[src/rtl/core/rars_pkg.sv]
// ----------------------------------------------------------------------------
// rars_pkg
// Shared widths, codes and the command/status bundles between the range-sum
// tree controller and its datapath.
// ----------------------------------------------------------------------------
`default_nettype none
package rars_pkg;

	localparam int LOG_N  = 16;
	localparam int N_MAX  = 1 << LOG_N;
	localparam int NODE_W = LOG_N + 1;
	localparam int LVL_W  = $clog2(LOG_N + 1);
	localparam int VAL_W  = 31;
	localparam int POS_W  = 17;
	localparam int LEN_W  = 17;
	localparam int OPC_W  = 2;
	localparam int IDX_W  = 2;
	localparam int OPW    = VAL_W + LOG_N;

	localparam logic [OPC_W-1:0] OP_LOAD = 2'd0;
	localparam logic [OPC_W-1:0] OP_ADD  = 2'd1;
	localparam logic [OPC_W-1:0] OP_SUM  = 2'd2;
	localparam logic [OPC_W-1:0] OP_NONE = 2'd3;

	localparam logic [IDX_W-1:0] REG_MODULUS = 2'd0;
	localparam logic [IDX_W-1:0] REG_LENGTH  = 2'd1;

	localparam logic [VAL_W-1:0] MODULUS_RESET = 31'h7FFF_FFFF;
	localparam logic [LEN_W-1:0] LENGTH_RESET  = LEN_W'(N_MAX);

	typedef enum logic [1:0] {ADDR_NODE, ADDR_LEFT, ADDR_RIGHT, ADDR_CLEAR} addr_sel_t;
	typedef enum logic [1:0] {SRC_VALUE, SRC_GROW, SRC_SUM, SRC_TAG} mod_src_t;
	typedef enum logic [2:0] {CAP_NONE, CAP_VALUE, CAP_TAG, CAP_A, CAP_B} cap_t;
	typedef enum logic [1:0] {SW_VALUE, SW_APPLY, SW_PULL} sum_wsel_t;
	typedef enum logic {TW_ZERO, TW_APPLY} tag_wsel_t;
	typedef enum logic [1:0] {NAV_NONE, NAV_LEFT, NAV_RIGHT, NAV_UP} nav_t;

	typedef struct packed {
		logic      start_item;
		logic      clear_step;
		logic      mem_rd;
		addr_sel_t addr_sel;
		logic      sum_we;
		sum_wsel_t sum_wsel;
		logic      tag_we;
		tag_wsel_t tag_wsel;
		logic      mod_start;
		mod_src_t  mod_src;
		cap_t      cap;
		logic      acc_add;
		nav_t      nav;
		logic      out_load;
	} cmd_t;

	typedef struct packed {
		logic             clear_done;
		logic             mod_busy;
		logic             mod_zero;
		logic [OPC_W-1:0] op;
		logic             load_ok;
		logic             range_empty;
		logic             disjoint;
		logic             covered;
		logic             leaf;
		logic             go_right;
		logic             at_root;
		logic             is_right;
		logic             out_free;
	} sts_t;

endpackage
`default_nettype wire

[src/rtl/core/rars_ctrl.sv]
// ----------------------------------------------------------------------------
// rars_ctrl
// Controller: clearing pass, depth-first tree walk without a stack, tag push,
// tag apply and sum pull sequences.
// ----------------------------------------------------------------------------
`default_nettype none
module rars_ctrl (
	input  wire logic           clk,
	input  wire logic           arst_n,
	input  wire logic           in_valid,
	output logic                in_stall,
	input  wire rars_pkg::sts_t sts,
	output rars_pkg::cmd_t      cmd
);
	typedef enum logic [26:0] {
		S_CLR   = 27'd1 << 0,  S_IDLE  = 27'd1 << 1,  S_VM    = 27'd1 << 2,
		S_VW    = 27'd1 << 3,  S_ENTER = 27'd1 << 4,  S_PD_RD = 27'd1 << 5,
		S_PD_M  = 27'd1 << 6,  S_PD_W  = 27'd1 << 7,  S_DESC  = 27'd1 << 8,
		S_AP_RD = 27'd1 << 9,  S_AP_G  = 27'd1 << 10, S_AP_W1 = 27'd1 << 11,
		S_AP_W2 = 27'd1 << 12, S_AP_W3 = 27'd1 << 13, S_SQ_RD = 27'd1 << 14,
		S_SQ_M  = 27'd1 << 15, S_SQ_W  = 27'd1 << 16, S_LD_WR = 27'd1 << 17,
		S_RET   = 27'd1 << 18, S_POST  = 27'd1 << 19, S_PU_RL = 27'd1 << 20,
		S_PU_ML = 27'd1 << 21, S_PU_WL = 27'd1 << 22, S_PU_RR = 27'd1 << 23,
		S_PU_MR = 27'd1 << 24, S_PU_WR = 27'd1 << 25, S_DONE  = 27'd1 << 26
	} state_t;

	state_t                  state_q, state_d;
	rars_pkg::addr_sel_t     side_q, side_d;
	logic                    from_right_q, from_right_d;

	always_ff @(posedge clk or negedge arst_n) begin
		if (!arst_n) begin
			state_q      <= S_CLR;
			side_q       <= rars_pkg::ADDR_NODE;
			from_right_q <= 1'b0;
		end else begin
			state_q      <= state_d;
			side_q       <= side_d;
			from_right_q <= from_right_d;
		end
	end

	assign in_stall = (state_q != S_IDLE);

	always_comb begin
		state_d      = state_q;
		side_d       = side_q;
		from_right_d = from_right_q;
		cmd          = '0;
		cmd.addr_sel = rars_pkg::ADDR_NODE;
		case (state_q)
			S_CLR: begin
				cmd.addr_sel   = rars_pkg::ADDR_CLEAR;
				cmd.tag_we     = 1'b1;
				cmd.tag_wsel   = rars_pkg::TW_ZERO;
				cmd.clear_step = 1'b1;
				if (sts.clear_done) state_d = S_IDLE;
			end
			S_IDLE: begin
				cmd.start_item = in_valid;
				if (in_valid) state_d = S_VM;
			end
			S_VM: begin
				cmd.mod_start = 1'b1;
				cmd.mod_src   = rars_pkg::SRC_VALUE;
				state_d       = S_VW;
			end
			S_VW: begin
				if (!sts.mod_busy) begin
					cmd.cap = rars_pkg::CAP_VALUE;
					case (sts.op)
						rars_pkg::OP_LOAD: state_d = sts.load_ok ? S_ENTER : S_IDLE;
						rars_pkg::OP_ADD:  state_d = sts.range_empty ? S_IDLE : S_ENTER;
						rars_pkg::OP_SUM:  state_d = sts.range_empty ? S_DONE : S_ENTER;
						default:           state_d = S_IDLE;
					endcase
				end
			end
			S_ENTER: begin
				case (sts.op)
					rars_pkg::OP_LOAD: state_d = sts.leaf ? S_LD_WR : S_PD_RD;
					rars_pkg::OP_ADD: begin
						if (sts.disjoint) begin
							state_d = S_RET;
						end else if (sts.covered) begin
							side_d  = rars_pkg::ADDR_NODE;
							state_d = S_AP_RD;
						end else begin
							state_d = S_PD_RD;
						end
					end
					rars_pkg::OP_SUM: begin
						if (sts.disjoint) state_d = S_RET;
						else if (sts.covered) state_d = S_SQ_RD;
						else state_d = S_PD_RD;
					end
					default: state_d = S_RET;
				endcase
			end
			S_PD_RD: begin
				cmd.mem_rd = 1'b1;
				state_d    = S_PD_M;
			end
			S_PD_M: begin
				cmd.mod_start = 1'b1;
				cmd.mod_src   = rars_pkg::SRC_TAG;
				state_d       = S_PD_W;
			end
			S_PD_W: begin
				if (!sts.mod_busy) begin
					cmd.cap      = rars_pkg::CAP_TAG;
					cmd.tag_we   = 1'b1;
					cmd.tag_wsel = rars_pkg::TW_ZERO;
					if (sts.mod_zero) begin
						state_d = S_DESC;
					end else begin
						side_d  = rars_pkg::ADDR_LEFT;
						state_d = S_AP_RD;
					end
				end
			end
			S_AP_RD: begin
				cmd.addr_sel = side_q;
				cmd.mem_rd   = 1'b1;
				state_d      = S_AP_G;
			end
			S_AP_G: begin
				cmd.addr_sel  = side_q;
				cmd.mod_start = 1'b1;
				cmd.mod_src   = rars_pkg::SRC_GROW;
				state_d       = S_AP_W1;
			end
			S_AP_W1: begin
				cmd.addr_sel = side_q;
				if (!sts.mod_busy) begin
					cmd.cap       = rars_pkg::CAP_A;
					cmd.mod_start = 1'b1;
					cmd.mod_src   = rars_pkg::SRC_SUM;
					state_d       = S_AP_W2;
				end
			end
			S_AP_W2: begin
				cmd.addr_sel = side_q;
				if (!sts.mod_busy) begin
					cmd.cap       = rars_pkg::CAP_B;
					cmd.mod_start = 1'b1;
					cmd.mod_src   = rars_pkg::SRC_TAG;
					state_d       = S_AP_W3;
				end
			end
			S_AP_W3: begin
				cmd.addr_sel = side_q;
				if (!sts.mod_busy) begin
					cmd.sum_we   = 1'b1;
					cmd.sum_wsel = rars_pkg::SW_APPLY;
					cmd.tag_we   = 1'b1;
					cmd.tag_wsel = rars_pkg::TW_APPLY;
					case (side_q)
						rars_pkg::ADDR_LEFT: begin
							side_d  = rars_pkg::ADDR_RIGHT;
							state_d = S_AP_RD;
						end
						rars_pkg::ADDR_RIGHT: state_d = S_DESC;
						default:              state_d = S_RET;
					endcase
				end
			end
			S_DESC: begin
				if (sts.op == rars_pkg::OP_LOAD && sts.go_right) begin
					cmd.nav = rars_pkg::NAV_RIGHT;
				end else begin
					cmd.nav = rars_pkg::NAV_LEFT;
				end
				state_d = S_ENTER;
			end
			S_SQ_RD: begin
				cmd.mem_rd = 1'b1;
				state_d    = S_SQ_M;
			end
			S_SQ_M: begin
				cmd.mod_start = 1'b1;
				cmd.mod_src   = rars_pkg::SRC_SUM;
				state_d       = S_SQ_W;
			end
			S_SQ_W: begin
				if (!sts.mod_busy) begin
					cmd.acc_add = 1'b1;
					state_d     = S_RET;
				end
			end
			S_LD_WR: begin
				cmd.sum_we   = 1'b1;
				cmd.sum_wsel = rars_pkg::SW_VALUE;
				cmd.tag_we   = 1'b1;
				cmd.tag_wsel = rars_pkg::TW_ZERO;
				state_d      = S_RET;
			end
			S_RET: begin
				if (sts.at_root) begin
					state_d = (sts.op == rars_pkg::OP_SUM) ? S_DONE : S_IDLE;
				end else begin
					// The parity of the node index tells which child we leave.
					from_right_d = sts.is_right;
					cmd.nav      = rars_pkg::NAV_UP;
					state_d      = S_POST;
				end
			end
			S_POST: begin
				case (sts.op)
					rars_pkg::OP_LOAD: state_d = S_PU_RL;
					rars_pkg::OP_ADD: begin
						if (from_right_q) begin
							state_d = S_PU_RL;
						end else begin
							cmd.nav = rars_pkg::NAV_RIGHT;
							state_d = S_ENTER;
						end
					end
					rars_pkg::OP_SUM: begin
						if (from_right_q) begin
							state_d = S_RET;
						end else begin
							cmd.nav = rars_pkg::NAV_RIGHT;
							state_d = S_ENTER;
						end
					end
					default: state_d = S_RET;
				endcase
			end
			S_PU_RL: begin
				cmd.addr_sel = rars_pkg::ADDR_LEFT;
				cmd.mem_rd   = 1'b1;
				state_d      = S_PU_ML;
			end
			S_PU_ML: begin
				cmd.mod_start = 1'b1;
				cmd.mod_src   = rars_pkg::SRC_SUM;
				state_d       = S_PU_WL;
			end
			S_PU_WL: begin
				if (!sts.mod_busy) begin
					cmd.cap = rars_pkg::CAP_A;
					state_d = S_PU_RR;
				end
			end
			S_PU_RR: begin
				cmd.addr_sel = rars_pkg::ADDR_RIGHT;
				cmd.mem_rd   = 1'b1;
				state_d      = S_PU_MR;
			end
			S_PU_MR: begin
				cmd.mod_start = 1'b1;
				cmd.mod_src   = rars_pkg::SRC_SUM;
				state_d       = S_PU_WR;
			end
			S_PU_WR: begin
				if (!sts.mod_busy) begin
					cmd.sum_we   = 1'b1;
					cmd.sum_wsel = rars_pkg::SW_PULL;
					state_d      = S_RET;
				end
			end
			S_DONE: begin
				if (sts.out_free) begin
					cmd.out_load = 1'b1;
					state_d      = S_IDLE;
				end
			end
			default: state_d = S_IDLE;
		endcase
	end
endmodule
`default_nettype wire

[config.mk]
export PLATFORM = sky130hd
export DESIGN_NAME = rars_ctrl
export DESIGN_NICKNAME = d
export VERILOG_FILES = /design/src/rtl/core/rars_pkg.sv /design/src/rtl/core/rars_ctrl.sv
export SDC_FILE = /design/constraint.sdc
export NUM_CORES = 1
export LEC_CHECK = 0
export BUFFER_PORTS_ARGS = -buffer_cell sky130_fd_sc_hd__clkbuf_2
export CAP_MARGIN = 20
export CELL_PAD_IN_SITES_DETAIL_PLACEMENT = 2
export CELL_PAD_IN_SITES_GLOBAL_PLACEMENT = 2
export CORE_MARGIN = 8
export CORE_UTILIZATION = 34
export DETAILED_ROUTE_END_ITERATION = 16
export HOLD_SLACK_MARGIN = 0.06
export PLACE_DENSITY_LB_ADDON = 0.1
export SYNTH_ARGS = -nofsm -noshare
export SYNTH_HDL_FRONTEND = slang
export SYNTH_SLANG_ARGS = --single-unit
[constraint.sdc]
create_clock -name clk -period 3.1 [get_ports clk]
set_input_delay 0.155 -clock clk [delete_from_list [all_inputs] [get_ports clk]]
set_output_delay 0.155 -clock clk [all_outputs]
set_load 0.05 [all_outputs]
==> results.cfg <==
[timing]
period_needed_ns = 2.988
maxSlewHeadroom = 0.4660
hold_violations = 0
clock-skew-final_ns = 0.004733
tightest_slew_ns = 0.8010
rsz0062_at_grt = yes
whs_ns = 0.1179
timing_max_transition_violations_final = 0
max_clock_freq_mhz = 334.7
setup_viol = 0
final.period_utilization = 0.9638

[grt]
grt_pass1_wl_um = 15040
grt_max_degree = 31
grt_pass1_vias = 2752
grt_usage = 0.1955
grt_antenna_before_repair = 0
grt-ovfl-total = 0

[cts]
cts.clk_slew.worst_paths_ns = 0.06
insertion_delay_ns = 0.28
root_buffer = clkbuf_8
clock_path_buffers = 2
clock-sinks = 30
cts_inserted_buffers = 5
cts_tree = done
htree_levels = 2

[synth]
yosysUniqueCellTypes = 66
yosys.area_share.xor_xnor = 0.02555
synthArstFlopShare = 1.000
synth_edf_count = 0
synth_compound_area_frac = 0.1689
synthCells = 275
synth_top_family_by_area = simple AND/OR/NAND/NOR gates
synth.cell_area_sq_um = 2400
yosysSeqAreaShare = 0.3133
postSynthAreaPerCell_sq_um = 8.727
syn_nets = 298
synthFlopType = dfrtp_1
yosys.area_share.adder = 0.03128
synthSimpleGateAreaFrac = 0.4140
synthMuxAreaShare = 0.006257
ys_seq_elements = 30
yosysWarningCount = 0

[floorplanning]
die_x_um = 100.0
fp.dieArea_sq_um = 10000
boundaryPins = 38
die_h_um = 100.0
core_area_sq_um = 6832
start_util = 0.3513
placementRows = 30

[status]
status = complete, no violations

[detailed_routing]
routed.top_layer = met4
wirelength_um = 9332
wl_per_cell_um = 21.85
first_iter_violations = 58
route.met2.wl_um = 4718
dr_wl_met3_um = 262
met1_length_um = 4084
vias_per_cell = 5.766
drcViolationCount = 0
via_count = 2462
firstDrtPassIters = 4
drtAntennaViolNets = 0

[final_layout]
drive_gt1_frac = 0.2931
layout.cells.non_filler = 427
finalNetCount = 353
num_antenna_cells = 0
area_growth_pct = 23.36
final_area_sq_um = 2960

[run]
cap_violations = 0

[worst_setup_path]
max_stage_delay_ns = 0.71
crit_path_start_kind = flip-flop
critPathSlowestCell = or4_1
crit_type = flip-flop to output port
end_kind = output port
cp_cell_sequence = or4_1 -> nor4_1 -> nand4_1 -> a31oi_1 -> clkbuf_2
critPathMaxFanout = 8
r2r_slack_ns = 0.25
crit_required_ns = 2.94
critPathArrivalTime_ns = 2.83

[power_and_ir_drop]
ir_drop_mv = 0.1658
p_leak_nw = 1.466
power_density_nw_per_um2 = 492.9
power_mw = 1.459

[min_path]
hold_path.class = primary input to flip-flop

[placed_design]
numPortBuffers = 37
gp_routability_congestion = 0.8347
dp_cells = 411
dp_hpwl_um = 7211
place_area_sq_um = 2739
## repair_timing
item / 4_1_cts / 5_1_grt
endpoints found under the hold margin: 30 / 0
cloned: 0 / 0
buffers inserted: 3 / 3
pin swaps: 1 / 3
hold buffers: 2 / 0
endpoints found under the setup margin: 12 / 11
resized for setup: 3 / 7
## metrics by stage
| step | setup WS, ns | TNS [ns] | util |
|---|---|---|---|
| final | 0.1124 | 0 | 0.4333 |
| after detailed placement | 0.1168 | 0 | 0.4009 |
| after global routing | -0.07174 | -0.1032 | 0.4333 |
| after floorplan | 0.02673 | 0 | - |
| after global placement | 0.1008 | 0 | 0.4009 |
| after CTS | -0.002227 | -0.002227 | 0.4258 |
## layout make-up
class,instances,area [sq um]
Fill cell,803,3871
Multi-Input combinational cell,223,1593
Sequential cell,30,753.2
Timing Repair Buffer,55,327.8
Tap cell,96,120.1
Clock buffer,8,110.1
Inverter,15,56.30
## worst max-delay path, delay by kind of cell, from the launching register on
kind	cells	cell delay (ns)
simple gates	3	1.38
flops	1	0.49
compound gates	1	0.35
buf+inv	1	0.33
## metal layers
| metal | track usage | up-vias |
|---|---|---|
| li1 | - | 1152 |
| met1 | 0.2317 | 1247 |
| met2 | 0.3371 | 45 |
| met3 | 0.03183 | 18 |
| met4 | 0.08837 | 0 |
| met5 | 0 | - |
## power breakdown
part | internal (mW) | switching [mW]
logic | 0.212 | 0.430
registers | 0.410 | 0.0289
clock network | 0.224 | 0.154
## logic make-up after synthesis
group | count (synthesis)
AND/OR/NAND/NOR | 154
AO/OA/AOI/OAI | 55
flip-flops | 30
buffers and inverters | 22
XOR/XNOR | 7
adder cells (fa/ha/maj) | 6
multiplexers | 1
## worst paths after layout
check,cells after the start,end,start
max,5,cmd[4],state_q[9]$_DFFE_PN0P_
min,2,from_right_q$_DFFE_PN0N_,sts[1]
max reg2reg,11,state_q[3]$_DFFE_PN0P_,state_q[11]$_DFFE_PN0P_
min reg2reg,1,state_q[3]$_DFFE_PN0P_,state_q[3]$_DFFE_PN0P_
max in group asynchronous,2,state_q[8]$_DFFE_PN0P_,arst_n
min in group asynchronous,2,state_q[26]$_DFFE_PN0P_,arst_n
## flip-flops by register name, summed over array words and instances, names as in the netlist
register and count:
from_right_q 1, side_q 2, state_q 27
## synth_stat cells, drive strengths merged, types with 5 or more instances
| cell type | count | area share |
|---|---|---|
| dfrtp | 29 | 0.30 |
| or3 | 7 | 0.020 |
| a21oi | 13 | 0.029 |
| nand2 | 20 | 0.034 |
| nor3 | 16 | 0.035 |
| a21o | 6 | 0.019 |
| o21ai | 8 | 0.017 |
| inv | 15 | 0.023 |
| ha | 6 | 0.031 |
| nand4 | 8 | 0.030 |
| nand2b | 6 | 0.016 |
| or4 | 11 | 0.036 |
| a31oi | 7 | 0.018 |
| nand3 | 8 | 0.017 |
| nor4 | 21 | 0.084 |
| nor2 | 28 | 0.044 |
| buf | 5 | 0.014 |
## placed cells by master (no fill, tap or decap), types with 3 or more instances in the layout
master / n
dfrtp_1: 28
nand3b_1: 4
a31oi_1: 7
xor2_1: 4
buf_4: 16
nor2b_1: 4
a21oi_1: 12
nor4_1: 13
nand4_1: 6
or4_1: 9
nor4_2: 3
clkbuf_8: 8
xnor2_1: 3
nand2_1: 18
nor2_1: 28
or2_2: 3
nand4b_1: 3
nor4_4: 5
a21o_1: 6
or3_1: 6
nor3_1: 13
nand2b_1: 6
clkbuf_2: 36
nand3_1: 8
ha_1: 6
inv_1: 15
o21ai_0: 8
(Power assumes the default switching activity.)
